<file path="src/sv/plnw_pkg.sv">
`timescale 1ns / 1ps
`default_nettype none
// ----------------------------------------------------------------------------
// plnw_pkg: shared types and constants of the lattice neighbour walker
// Field widths, register indexes, the lattice geometry bundle and the
// per-site record that travels from the front end to the back end.
// ----------------------------------------------------------------------------
package plnw_pkg;

    localparam int NUM_DIM_REGS   = 4;    // extent registers in the map
    localparam int DIMS_W         = 3;
    localparam int EXT_W          = 9;
    localparam int COORD_W        = 8;
    localparam int IDX_W          = 32;
    localparam int SEL_W          = 2;
    localparam int CFG_ADDR_W     = 3;
    localparam int CFG_DATA_W     = 9;
    localparam int DEF_MAX_DIMS   = 4;
    localparam int DEF_MAX_EXTENT = 256;
    localparam int QUEUE_DEPTH    = 4;
    localparam int QPTR_W         = $clog2(QUEUE_DEPTH);
    localparam int QCNT_W         = $clog2(QUEUE_DEPTH + 1);

    typedef enum logic [CFG_ADDR_W-1:0] {
        REG_DIMS_IN_USE = 3'd0,
        REG_EXTENT_DIM0 = 3'd1,
        REG_EXTENT_DIM1 = 3'd2,
        REG_EXTENT_DIM2 = 3'd3,
        REG_EXTENT_DIM3 = 3'd4
    } t_cfg_reg;

    // Effective geometry: clamped dimension count and extents, row-major
    // strides and wrap spans ((extent - 1) * stride) per dimension.
    typedef struct packed {
        logic [DIMS_W-1:0]                        dims;
        logic [NUM_DIM_REGS-1:0][EXT_W-1:0]       extent;
        logic [NUM_DIM_REGS-1:0][IDX_W-1:0]       stride;
        logic [NUM_DIM_REGS-1:0][IDX_W-1:0]       span;
    } t_geom;

    // One site: its linear index and, per dimension, whether the plus or
    // minus step wraps around the extent.
    typedef struct packed {
        logic [IDX_W-1:0]        lin;
        logic [NUM_DIM_REGS-1:0] plus_wrap;
        logic [NUM_DIM_REGS-1:0] minus_wrap;
    } t_site;

endpackage
`default_nettype wire

</file>
<file path="src/sv/plnw_cfg.sv">
`timescale 1ns / 1ps
`default_nettype none
// ----------------------------------------------------------------------------
// plnw_cfg: configuration registers and geometry
// Holds the register map, clamps the values and derives strides and wrap
// spans through a registered multiply chain; busy while that chain settles.
// ----------------------------------------------------------------------------
module plnw_cfg
    import plnw_pkg::*;
#(
    parameter int MAX_DIMS   = DEF_MAX_DIMS,
    parameter int MAX_EXTENT = DEF_MAX_EXTENT
) (
    input  wire logic                  i_clk,
    input  wire logic                  i_rst_n,
    input  wire logic                  i_cfg_wr_en,
    input  wire logic [CFG_ADDR_W-1:0] i_cfg_addr,
    input  wire logic [CFG_DATA_W-1:0] i_cfg_wdata,
    output t_geom                      o_geom,
    output logic                       o_busy
);

    // settle time covers the registered stride stages and the span register
    localparam int SETTLE   = NUM_DIM_REGS + 1;
    localparam int SETTLE_W = $clog2(SETTLE + 1);

    logic [DIMS_W-1:0]                  r_dims;
    logic [NUM_DIM_REGS-1:0][EXT_W-1:0] r_extent;
    logic [SETTLE_W-1:0]                r_settle;
    logic [NUM_DIM_REGS-1:0][IDX_W-1:0] r_stride, n_stride;
    logic [NUM_DIM_REGS-1:0][IDX_W-1:0] r_span, n_span;
    logic [DIMS_W-1:0]                  dims_eff;
    logic [NUM_DIM_REGS-1:0][EXT_W-1:0] ext_eff;
    logic [NUM_DIM_REGS-1:0][EXT_W-1:0] ext_used;

    always_ff @(posedge i_clk) begin
        if (!i_rst_n) begin
            r_dims   <= DIMS_W'(1);
            r_extent <= {NUM_DIM_REGS{EXT_W'(1)}};
            r_settle <= SETTLE_W'(SETTLE);
        end else begin
            if (i_cfg_wr_en) begin
                r_settle <= SETTLE_W'(SETTLE);
                case (i_cfg_addr)
                    REG_DIMS_IN_USE: r_dims      <= i_cfg_wdata[DIMS_W-1:0];
                    REG_EXTENT_DIM0: r_extent[0] <= i_cfg_wdata[EXT_W-1:0];
                    REG_EXTENT_DIM1: r_extent[1] <= i_cfg_wdata[EXT_W-1:0];
                    REG_EXTENT_DIM2: r_extent[2] <= i_cfg_wdata[EXT_W-1:0];
                    REG_EXTENT_DIM3: r_extent[3] <= i_cfg_wdata[EXT_W-1:0];
                    default: ;  // unmapped index: ignored
                endcase
            end else if (r_settle != '0) begin
                r_settle <= r_settle - SETTLE_W'(1);
            end
        end
    end

    always_comb begin
        logic [EXT_W+IDX_W-1:0] prod;
        if (r_dims == '0)
            dims_eff = DIMS_W'(1);
        else if (r_dims > DIMS_W'(MAX_DIMS))
            dims_eff = DIMS_W'(MAX_DIMS);
        else
            dims_eff = r_dims;
        for (int d = 0; d < NUM_DIM_REGS; d++) begin
            if (r_extent[d] == '0)
                ext_eff[d] = EXT_W'(1);
            else if (r_extent[d] > EXT_W'(MAX_EXTENT))
                ext_eff[d] = EXT_W'(MAX_EXTENT);
            else
                ext_eff[d] = r_extent[d];
            // dimensions out of use do not scale the strides
            ext_used[d] = (DIMS_W'(d) < dims_eff) ? ext_eff[d] : EXT_W'(1);
        end
        n_stride[NUM_DIM_REGS-1] = IDX_W'(1);
        for (int d = 0; d < NUM_DIM_REGS - 1; d++) begin
            prod        = ext_used[d+1] * r_stride[d+1];
            n_stride[d] = prod[IDX_W-1:0];
        end
        for (int d = 0; d < NUM_DIM_REGS; d++) begin
            prod      = (ext_eff[d] - EXT_W'(1)) * r_stride[d];
            n_span[d] = prod[IDX_W-1:0];
        end
    end

    always_ff @(posedge i_clk) begin
        r_stride <= n_stride;
        r_span   <= n_span;
    end

    assign o_geom.dims   = dims_eff;
    assign o_geom.extent = ext_eff;
    assign o_geom.stride = r_stride;
    assign o_geom.span   = r_span;
    assign o_busy        = (r_settle != '0);

endmodule
`default_nettype wire

</file>
<file path="src/sv/plnw_front.sv">
`timescale 1ns / 1ps
`default_nettype none
// ----------------------------------------------------------------------------
// plnw_front: site walker
// Keeps the current coordinates, cleans them up, advances the walk and
// forms the site record (linear index and wrap flags) in the following cycle.
// ----------------------------------------------------------------------------
module plnw_front
    import plnw_pkg::*;
(
    input  wire logic  i_clk,
    input  wire logic  i_rst_n,
    input  wire logic  i_accept,
    input  wire logic  i_restart,
    input  wire t_geom i_geom,
    output logic       o_valid,
    output t_site      o_site
);

    logic [NUM_DIM_REGS-1:0][COORD_W-1:0] r_coord;
    logic [NUM_DIM_REGS-1:0][COORD_W-1:0] c_san, c_next;
    logic [NUM_DIM_REGS-1:0]              pwrap, mwrap;
    logic [NUM_DIM_REGS-1:0][IDX_W-1:0]   off;
    logic                                 r_b_valid;
    logic [NUM_DIM_REGS-1:0][IDX_W-1:0]   r_b_off;
    logic [NUM_DIM_REGS-1:0]              r_b_pwrap, r_b_mwrap;
    logic [IDX_W-1:0]                     lin_sum;

    always_comb begin
        logic [COORD_W-1:0]         c_in;
        logic                       carry;
        logic [COORD_W+IDX_W-1:0]   prod;
        for (int d = 0; d < NUM_DIM_REGS; d++) begin
            c_in = i_restart ? '0 : r_coord[d];
            if (DIMS_W'(d) >= i_geom.dims || {1'b0, c_in} >= i_geom.extent[d])
                c_san[d] = '0;
            else
                c_san[d] = c_in;
            pwrap[d] = ({1'b0, c_san[d]} + EXT_W'(1)) >= i_geom.extent[d];
            mwrap[d] = (c_san[d] == '0);
            prod     = c_san[d] * i_geom.stride[d];
            off[d]   = prod[IDX_W-1:0];
        end
        // odometer step, least significant dimension first
        carry = 1'b1;
        for (int d = NUM_DIM_REGS - 1; d >= 0; d--) begin
            c_next[d] = c_san[d];
            if (carry && DIMS_W'(d) < i_geom.dims) begin
                if (pwrap[d]) begin
                    c_next[d] = '0;
                end else begin
                    c_next[d] = c_san[d] + COORD_W'(1);
                    carry     = 1'b0;
                end
            end
        end
    end

    always_ff @(posedge i_clk) begin
        if (!i_rst_n) begin
            r_coord   <= '0;
            r_b_valid <= 1'b0;
        end else begin
            r_b_valid <= i_accept;
            if (i_accept)
                r_coord <= c_next;
        end
    end

    always_ff @(posedge i_clk) begin
        if (i_accept) begin
            r_b_off   <= off;
            r_b_pwrap <= pwrap;
            r_b_mwrap <= mwrap;
        end
    end

    always_comb begin
        lin_sum = '0;
        for (int d = 0; d < NUM_DIM_REGS; d++)
            lin_sum = lin_sum + r_b_off[d];
    end

    assign o_valid           = r_b_valid;
    assign o_site.lin        = lin_sum;
    assign o_site.plus_wrap  = r_b_pwrap;
    assign o_site.minus_wrap = r_b_mwrap;

endmodule
`default_nettype wire

</file>
<file path="src/sv/plnw_queue.sv">
`timescale 1ns / 1ps
`default_nettype none
// ----------------------------------------------------------------------------
// plnw_queue: site queue
// Small register FIFO of site records between the walker and the expander.
// ----------------------------------------------------------------------------
module plnw_queue
    import plnw_pkg::*;
(
    input  wire logic        i_clk,
    input  wire logic        i_rst_n,
    input  wire logic        i_push,
    input  wire t_site       i_site,
    input  wire logic        i_pop,
    output t_site            o_site,
    output logic             o_empty,
    output logic [QCNT_W-1:0] o_count
);

    t_site               r_mem [QUEUE_DEPTH];
    logic [QPTR_W-1:0]   r_wr_ptr, r_rd_ptr;
    logic [QCNT_W-1:0]   r_count;
    logic                do_pop;

    assign do_pop = i_pop && (r_count != '0);

    always_ff @(posedge i_clk) begin
        if (!i_rst_n) begin
            r_wr_ptr <= '0;
            r_rd_ptr <= '0;
            r_count  <= '0;
        end else begin
            if (i_push)
                r_wr_ptr <= r_wr_ptr + QPTR_W'(1);
            if (do_pop)
                r_rd_ptr <= r_rd_ptr + QPTR_W'(1);
            if (i_push && !do_pop)
                r_count <= r_count + QCNT_W'(1);
            else if (!i_push && do_pop)
                r_count <= r_count - QCNT_W'(1);
        end
    end

    always_ff @(posedge i_clk) begin
        if (i_push)
            r_mem[r_wr_ptr] <= i_site;
    end

    assign o_site  = r_mem[r_rd_ptr];
    assign o_empty = (r_count == '0);
    assign o_count = r_count;

endmodule
`default_nettype wire

</file>
<file path="src/sv/plnw_back.sv">
`timescale 1ns / 1ps
`default_nettype none
// ----------------------------------------------------------------------------
// plnw_back: neighbour expander
// Steps through the 2*dims neighbours of the head site into an output
// register, one per cycle while that register is empty or being popped.
// ----------------------------------------------------------------------------
module plnw_back
    import plnw_pkg::*;
(
    input  wire logic              i_clk,
    input  wire logic              i_rst_n,
    input  wire logic              i_site_valid,
    input  wire t_site             i_site,
    input  wire t_geom             i_geom,
    output logic                   o_site_pop,
    input  wire logic              i_pop,
    output logic                   o_empty,
    output logic [IDX_W-1:0]       o_site_index,
    output logic [SEL_W-1:0]       o_dim_sel,
    output logic                   o_downward,
    output logic [IDX_W-1:0]       o_neighbour_index,
    output logic                   o_last_of_site
);

    logic [SEL_W-1:0]  r_dim;
    logic              r_dir;
    logic              r_out_valid;
    logic [IDX_W-1:0]  r_site_index, r_nb_index;
    logic [SEL_W-1:0]  r_dim_sel;
    logic              r_downward, r_last;
    logic              load, last;
    logic [DIMS_W-1:0] last_dim;
    logic              sub;
    logic [IDX_W-1:0]  mag, nb;

    assign load     = i_site_valid && (!r_out_valid || i_pop);
    assign last_dim = i_geom.dims - DIMS_W'(1);
    assign last     = r_dir && ({1'b0, r_dim} == last_dim);

    // plus step: +stride, or back across the extent by -span
    // minus step: -stride, or forward across the extent by +span
    always_comb begin
        if (!r_dir) begin
            sub = i_site.plus_wrap[r_dim];
            mag = sub ? i_geom.span[r_dim] : i_geom.stride[r_dim];
        end else begin
            sub = !i_site.minus_wrap[r_dim];
            mag = sub ? i_geom.stride[r_dim] : i_geom.span[r_dim];
        end
        nb = sub ? (i_site.lin - mag) : (i_site.lin + mag);
    end

    always_ff @(posedge i_clk) begin
        if (!i_rst_n) begin
            r_dim       <= '0;
            r_dir       <= 1'b0;
            r_out_valid <= 1'b0;
        end else begin
            if (load) begin
                r_out_valid <= 1'b1;
                if (last) begin
                    r_dim <= '0;
                    r_dir <= 1'b0;
                end else if (r_dir) begin
                    r_dim <= r_dim + SEL_W'(1);
                    r_dir <= 1'b0;
                end else begin
                    r_dir <= 1'b1;
                end
            end else if (i_pop) begin
                r_out_valid <= 1'b0;
            end
        end
    end

    always_ff @(posedge i_clk) begin
        if (load) begin
            r_site_index <= i_site.lin;
            r_dim_sel    <= r_dim;
            r_downward   <= r_dir;
            r_nb_index   <= nb;
            r_last       <= last;
        end
    end

    assign o_site_pop        = load && last;
    assign o_empty           = !r_out_valid;
    assign o_site_index      = r_site_index;
    assign o_dim_sel         = r_dim_sel;
    assign o_downward        = r_downward;
    assign o_neighbour_index = r_nb_index;
    assign o_last_of_site    = r_last;

endmodule
`default_nettype wire

</file>
<file path="src/sv/periodic_lattice_neighbour_walker.sv">
`timescale 1ns / 1ps
`default_nettype none
// ----------------------------------------------------------------------------
// periodic_lattice_neighbour_walker: nearest neighbours on a periodic lattice
// Walks lattice sites in row-major order and emits each site's neighbours.
// ----------------------------------------------------------------------------
// Usage:
//   Input side is a queue: a transaction is taken when push is high and full
//   is low; i_restart sends the walk back to the origin for that site.
//   Each input transaction yields 2*dims result transactions (plus then minus
//   neighbour for each dimension); o_last_of_site marks the final one.
//   Result side is a queue: the oldest result is on the o_ ports while empty
//   is low, and it is taken when pop is high.
//   The first result of a site passes through the front register, the site
//   queue and the back end's output register. Throughput: one result per
//   cycle while pop keeps the single-result output register free. Inputs
//   may arrive back to back; a 4-entry site queue absorbs them.
//   Configuration: plain write port, registers 0 (dims_in_use) and 1..4
//   (extent_dim0..3). Strides are rebuilt by a registered multiply chain;
//   full stays high after any write and after reset until the chain settles.
//   Reset: dims 1, all extents 1, walk at the origin, both queues empty.
//   A stalled receiver holds the output register, then the site queue
//   fills and full rises; nothing is dropped.
// ----------------------------------------------------------------------------
module periodic_lattice_neighbour_walker
    import plnw_pkg::*;
#(
    parameter int MAX_DIMS   = DEF_MAX_DIMS,
    parameter int MAX_EXTENT = DEF_MAX_EXTENT
) (
    input  wire logic                  i_clk,
    input  wire logic                  i_rst_n,
    // item input
    input  wire logic                  push,
    output logic                       full,
    input  wire logic                  i_restart,
    // results
    output logic                       empty,
    input  wire logic                  pop,
    output logic [IDX_W-1:0]           o_site_index,
    output logic [SEL_W-1:0]           o_dim_sel,
    output logic                       o_downward,
    output logic [IDX_W-1:0]           o_neighbour_index,
    output logic                       o_last_of_site,
    // configuration
    input  wire logic                  i_cfg_wr_en,
    input  wire logic [CFG_ADDR_W-1:0] i_cfg_addr,
    input  wire logic [CFG_DATA_W-1:0] i_cfg_wdata
);

    t_geom              geom;
    logic               cfg_busy;
    logic               accept;
    logic               front_valid;
    t_site              front_site;
    t_site              head_site;
    logic               q_empty;
    logic [QCNT_W-1:0]  q_count;
    logic               site_pop;

    // Credit check: queue occupancy plus the site still in the front stage
    // must leave a free slot.
    assign full   = cfg_busy
                 || ((QCNT_W+1)'(q_count) + (QCNT_W+1)'(front_valid)
                     >= (QCNT_W+1)'(QUEUE_DEPTH));
    assign accept = push && !full;

    plnw_cfg #(
        .MAX_DIMS   (MAX_DIMS),
        .MAX_EXTENT (MAX_EXTENT)
    ) u_cfg (
        .i_clk       (i_clk),
        .i_rst_n     (i_rst_n),
        .i_cfg_wr_en (i_cfg_wr_en),
        .i_cfg_addr  (i_cfg_addr),
        .i_cfg_wdata (i_cfg_wdata),
        .o_geom      (geom),
        .o_busy      (cfg_busy)
    );

    // front: walker, one site per accepted transaction
    plnw_front u_front (
        .i_clk     (i_clk),
        .i_rst_n   (i_rst_n),
        .i_accept  (accept),
        .i_restart (i_restart),
        .i_geom    (geom),
        .o_valid   (front_valid),
        .o_site    (front_site)
    );

    plnw_queue u_queue (
        .i_clk   (i_clk),
        .i_rst_n (i_rst_n),
        .i_push  (front_valid),
        .i_site  (front_site),
        .i_pop   (site_pop),
        .o_site  (head_site),
        .o_empty (q_empty),
        .o_count (q_count)
    );

    // back: one neighbour per cycle into the output register while it is empty or popped
    plnw_back u_back (
        .i_clk             (i_clk),
        .i_rst_n           (i_rst_n),
        .i_site_valid      (!q_empty),
        .i_site            (head_site),
        .i_geom            (geom),
        .o_site_pop        (site_pop),
        .i_pop             (pop),
        .o_empty           (empty),
        .o_site_index      (o_site_index),
        .o_dim_sel         (o_dim_sel),
        .o_downward        (o_downward),
        .o_neighbour_index (o_neighbour_index),
        .o_last_of_site    (o_last_of_site)
    );

endmodule
`default_nettype wire
</file>
<file path="config.mk">
export PLATFORM = sky130hd
export DESIGN_NAME = periodic_lattice_neighbour_walker
export DESIGN_NICKNAME = d
export VERILOG_FILES = /design/src/sv/plnw_pkg.sv /design/src/sv/plnw_cfg.sv /design/src/sv/plnw_front.sv /design/src/sv/plnw_queue.sv /design/src/sv/plnw_back.sv /design/src/sv/periodic_lattice_neighbour_walker.sv
export SDC_FILE = /design/constraint.sdc
export NUM_CORES = 2
export LEC_CHECK = 0
export BUFFER_PORTS_ARGS = -buffer_cell sky130_fd_sc_hd__buf_2
export CORE_MARGIN = 4
export CORE_UTILIZATION = 50
export CTS_CLUSTER_SIZE = 12
export DETAILED_ROUTE_END_ITERATION = 10
export PLACE_DENSITY = 0.67
export SLEW_MARGIN = 20
export SYNTH_ARGS = -nofsm -noshare
export SYNTH_HDL_FRONTEND = slang
export SYNTH_SLANG_ARGS = --single-unit
</file>
<file path="constraint.sdc">
create_clock -name i_clk -period 13 [get_ports i_clk]
set_clock_uncertainty 0.05 [all_clocks]
set_input_delay 3.25 -clock i_clk [delete_from_list [all_inputs] [get_ports i_clk]]
set_output_delay 3.25 -clock i_clk [all_outputs]
set_load 0.02 [all_outputs]
</file>
# --- Yosys cells after proc, flatten, opt, wreduce, memory -nomap -nowiden ---
# Memories as Yosys holds them, arrays and structs flattened. A register that Yosys moved wholly into a read port is not among the register bits.
# Index checks and enable logic that the tools add are counted.
# Widths: inputs -> output; s select.
totals:
  ramBits: 160
  mem_count: 1
  elab_cells: 202
  output_inout_bits: 70
  regBits: 467
  latch_bits: 0
  mem_bits_ro: 0
  input_bits: 18
memory_table:
  columns: ["memory", "words", "width", "rd", "rd_ports_with_merged_regs", "write_ports", "line", "rtl"]
  rows:
  - ["u_queue.r_mem", 4, 40, 1, 1, 1, "plnw_queue.sv:20", "t_site r_mem [QUEUE_DEPTH];"]
classes:
  addsub: 25
  bitwise_logic: 1
  div_mod_pow: 0
  n_reduce_logical: 45
  magnitude_cmp: 23
  n_eq_ne: 5
  n_mul: 8
  n_mux: 59
  n_shift: 0
op_table:
  columns: ["op", "n"]
  rows:
  - ["$mux 32", 6]
  - ["$bmux 32 s2", 2]
  - ["$mux 8", 16]
  - ["$add 32x32->32", 3]
  - ["$mux 9", 10]
  - ["$mul 41x32->32", 2]
  - ["$mul 8x32->32", 2]
  - ["$mul 41x9->32", 1]
  - ["$sub 9x1->10 const B", 4]
  - ["$add 8x1->9 const B", 4]
  - ["$ge 8x9->1", 4]
  - ["$ge 9x9->1", 4]
  - ["$gt 9x9->1 const B", 4]
  - ["$logic_not 9->1", 4]
  - ["$add 32x8->32", 1]
  - ["$add 8x1->8 const B", 4]
  - ["$logic_not 8->1", 4]
  - ["$mul 9x32->32", 1]
  - ["$sub 32x32->32", 1]
  - ["$mul 9x9->18", 1]
  - ["$mul 8x9->17", 1]
  - ["$mux 1", 15]
  - ["$mux 3", 4]
  - ["$reduce_and 2->1", 6]
  - ["25 further kinds", 62]

# --- Longest topological paths before layout ---
logic_depth:
  depth_word: 16
  ltp_mapped: 37
  mapped_depth_nobuf: 35

# --- Hierarchy ---
# Synthesis repeated with hierarchy kept, for this count alone.
unflattened:
  hier_cells: 8240
  hier_area_um2: 81293.0
by_module_without_submodules:
  columns: ["mod", "seq_area_each_um2", "area_each_um2", "cells_per_inst", "n_inst"]
  rows:
  - ["plnw_front", 4744.6, 37247.0, 3950, 1]
  - ["plnw_cfg", 3743.6, 31022.3, 3470, 1]
  - ["plnw_back", 2122.0, 6713.9, 564, 1]
  - ["plnw_queue", 4984.8, 6284.8, 251, 1]
  - ["periodic_lattice_neighbour_walker", 0.0, 25.0, 5, 1]

# --- Worst setup path after synthesis ---
# OpenSTA, ideal clock, no wires.
synth_timing:
  kind: "input port to flip-flop"
  start: "input port i_restart"
  end: "register u_front.r_b_off[58] (netlist name) (data pin)"
  path_slack_ps: 2513
  cell_stages: 31
  arrival_time_ps: 10172
  path_buffers: 5
  setup_ps: 265
  t_required_ps: 12685
  path_cell_list: "clkbuf_1 clkbuf_1 clkbuf_1 nand2b_1 ha_1 nand2b_1 a21o_1 a21o_1 a21oi_1 o21ai_1 a21oi_1 nand2b_1 clkbuf_1 nor2_1 clkbuf_1 nand2_1 fa_1 fa_1 fa_1 fa_1 inv_1 ha_1 and4_1 nor3b_1 o311a_1 a2111oi_0 nand3_1 nand4_1 a31oi_1 o21ai_0 xor2_1"
synth_rtl:
  columns: ["item", "line", "rtl"]
  rows:
  - ["start: declaration", "periodic_lattice_neighbour_walker.sv:36", "input wire logic i_restart,"]
  - ["end signal: assignment", "plnw_front.sv:72", "r_b_off <= off;"]
  - ["end: declaration", "plnw_front.sv:25", "logic [NUM_DIM_REGS-1:0][IDX_W-1:0] r_b_off;"]

==> run_results.csv <==
group,metric,value,unit
global_route,grt_pass1_wl,303000,um
timing,min_period,10.69,ns
cts,path_clk_slew,0.06,ns
worst_setup_path,slowest_delay,0.75,ns
logic_synthesis,syn_area,70700,um2
worst_setup_path,critical_path_class,"in -> reg",
global_route,track_usage,26.3,%
cts,clk_latency,0.66,ns
timing,fmax,93.6,MHz
worst_setup_path,startpoint_type,"input port",
logic_synthesis,avgSynthCellArea,9.87,um2
place,placed_cells,9054,
floorplanning,fp.dieW,384,um
cts,ctsHtreeMaxLevel,3,
run,maxCapViolations,0,
worst_setup_path,cpMaxStageDelayCell,"nor2b_1",
floorplanning,core_area,140000,um2
route,drt-total-wl,189000,um
cts,clk_root_buffer_cell,"clkbuf_16",
power,power_density,196,nW/um2
cts,cts_tree,"built",
global_route,grt_pass1_vias,53911,
worst_hold_path,hold_class,"reg -> reg",
worst_hold_path,holdPathStages,2,
global_route,gr-total-overflow,0,
cts,post_cts_buffers,0,
logic_synthesis,synth_edf_count,321,
timing,finalCritPeriodShare,82.2,%
logic_synthesis,synth_ff_type,"edfxtp_1",
power,p_leak,36.1,nW
timing,worstMarginPinSlew,1.22,ns
floorplanning,placementRows,137,
place,hpwl,148000,um
cts,postCtsHoldBufs,0,
worst_setup_path,end_kind,"register",
worst_setup_path,path_buf_inv,4,
worst_setup_path,path_depth,25,
cells_and_area,syn2layout_area_growth,7.45,%
logic_synthesis,yosys.area.top_type,"fa_1",
logic_synthesis,yosysWarnings,0,
worst_setup_path,crit_family,"compound AO/OA/AOI/OAI gates",
power,peakVddDrop,0.000704,V
cells_and_area,regArea,14700,um2
place,port_buffers,87,
route,drtPass1Iterations,6,
logic_synthesis,synth_cells,7167,
timing,setup_viol,0,
route,wl_per_cell,20.6,um
route,detail-route-antenna-nets,0,
worst_setup_path,reg2regPathDepth,28,
logic_synthesis,ys_seq_area_share,20.7,%
place,placed_area,73800,um2
logic_synthesis,yosysMostFrequentCell,"inv_1",
worst_setup_path,worst_path_most_repeated_cell,"fa_1",
logic_synthesis,synth_cell_types,96,
floorplanning,start_util,50.5,%
timing,slew_viol_final,0,
logic_synthesis,synth_top_area_share,29.7,%
floorplanning,die_area,148000,um2
cts,cts_buffers,67,
floorplanning,die_h,384,um
logic_synthesis,ys_seq_elements,571,
cells_and_area,drive_gt1_share,6.11,%
route,vias,51104,
route,routed_via_density,5.57,
cells_and_area,nFillCells,12290,
global_route,grt_start_max_net_pins,72,
cells_and_area,multiInputGateArea,51400,um2
worst_setup_path,crit_required,13.33,ns
cells_and_area,final-instance-count-excl-fill,9174,
cts,cts_resized,0,
cells_and_area,fin_area,76000,um2
route,drt_iter0_drc,3369,
route,drc,0,
cells_and_area,nNetsFinal,9002,
timing,hold_viol,0,
outcome,status,"completed",
global_route,antenna_found_initial,4,
logic_synthesis,async_flop_share,0,%
cts,clockBufferDepth,3,
timing,setup_tns,0,ns
worst_setup_path,arrival,11.02,ns
logic_synthesis,synthTopCellsByArea,"fa_1 30%, edfxtp_1 14%, ha_1 12%, dfxtp_1 7.1%, inv_1 5.8%",
timing,slew_headroom,18.5,%
worst_setup_path,crit_fanout,32,
cts,cts.sinks,571,
logic_synthesis,synthTopCellsByCount,"1100 x inv_1, 1051 x fa_1, 771 x nand2_1",
place,gp_congestion,0.909,
timing,grt_setup_unrepaired,"false",
floorplanning,ios,88,
-- per-layer routing --
layer	GRT usage [%]	wire, um	part of all wire [%]	vias to the layer above
met2	43.5	88800	47	1729
li1	-	-	-	23210
met5	0	13	0.0069	-
met4	8.38	6620	3.5	2
met1	35.0	79400	42	25814
met3	5.02	14400	7.6	349
-- cell families after synthesis --
logic type / share of synthesized area (%)
AOI/OAI and AO/OA: 7.31
and+or+nand+nor: 15.4
adders and majority gates: 41.9
muxes: 2.95
buffers and inverters: 7.56
DFF: 20.7
other: 0.0106
xor gates and xnor gates: 4.17
-- worst paths after layout --
| path | slack, ns | start | end |
|---|---|---|---|
| worst max-delay path | 2.31 | i_restart | u_front.r_b_off[58]$_DFFE_PP_ |
| worst min-delay path | 0.43 | u_front.r_coord[2]$_SDFFE_PN0P_ | u_front.r_coord[2]$_SDFFE_PN0P_ |
| worst max register to register | 3.74 | u_cfg.r_extent[7]$_SDFFE_PN0P_ | u_cfg.o_geom[31]$_DFF_P_ |
| worst min register to register | 0.43 | u_front.r_coord[2]$_SDFFE_PN0P_ | u_front.r_coord[2]$_SDFFE_PN0P_ |
-- layout make-up --
class                      count  share of cell area (%)
multi-input combinational   5303                    67.6
sequential                   571                    19.3
inverter                    1104                    5.46
tap                         1876                    3.09
clock buffer                  87                    2.38
timing repair buffer         201                    1.70
clock inverter                30                   0.476
antenna                        2                 0.00659
-- cells in the final DEF, fill, tap and decap left out, types with 17 or more instances in the layout --
master,netlist,routed
nand2_1,771,771
o21ai_0,134,133
nor3_1,77,77
or3_1,20,20
ha_1,685,685
dfxtp_1,250,246
xnor2_1,239,238
mux2i_1,46,46
clkbuf_16,0,67
o21a_1,37,37
nand3_1,74,74
a21oi_1,243,239
and3_1,267,267
nor2b_1,99,97
edfxtp_1,321,321
buf_4,2,113
o31ai_1,18,17
xor2_1,98,95
nor2_1,292,288
and2_1,394,390
o21ai_1,32,31
mux4_2,68,68
buf_2,21,87
nor4_1,17,17
or2_2,17,17
a211oi_1,37,35
a31oi_1,29,29
nand2b_1,83,83
fa_1,1051,1051
a21o_1,107,107
conb_1,2,122
inv_1,1100,1098
o21bai_1,23,23
-- state kept, by name (all words and copies together), names as in the netlist, 2 cells and up, named ones only --
register,cells
u_back.o_site_index,32
u_back.o_dim_sel,2
u_cfg.r_dims,3
u_queue.r_mem,160
u_front.r_b_off,85
u_queue.r_rd_ptr,2
u_front.r_b_pwrap,4
u_cfg.r_settle,3
u_back.r_dim,2
u_queue.o_count,3
u_cfg.r_extent,36
u_cfg.o_geom,162
u_queue.r_wr_ptr,2
u_front.r_coord,32
u_front.r_b_mwrap,4
u_back.o_neighbour_index,32
-- tightest hold or removal path: cells and delay by family (launching register included) --
family           cells  cell delay [ns]
AND/OR/NAND/NOR      2             0.11
flip-flops           1             0.31
-- per-stage QoR --
step | power (mW) | hold slack, ns | setup slack (ns) | util (%)
floorplan | 10.6 | 0.353 | 2.51 | -
CTS | 14.7 | 0.426 | 2.48 | 54.3
global route | 16.4 | 0.449 | 1.84 | 54.3
finish | 14.9 | 0.427 | 2.31 | 54.3
detailed placement | 12.7 | 0.414 | 1.83 | 52.7
global placement | 12.5 | 0.411 | 1.91 | 52.7
-- power breakdown --
group,internal (mW),switching (mW)
Clock,1.06,0.813
Sequential,2.24,0.0649
Combinational,4.82,5.93
Total,8.13,6.81
Note: power is estimated with default switching activity, not from simulation.
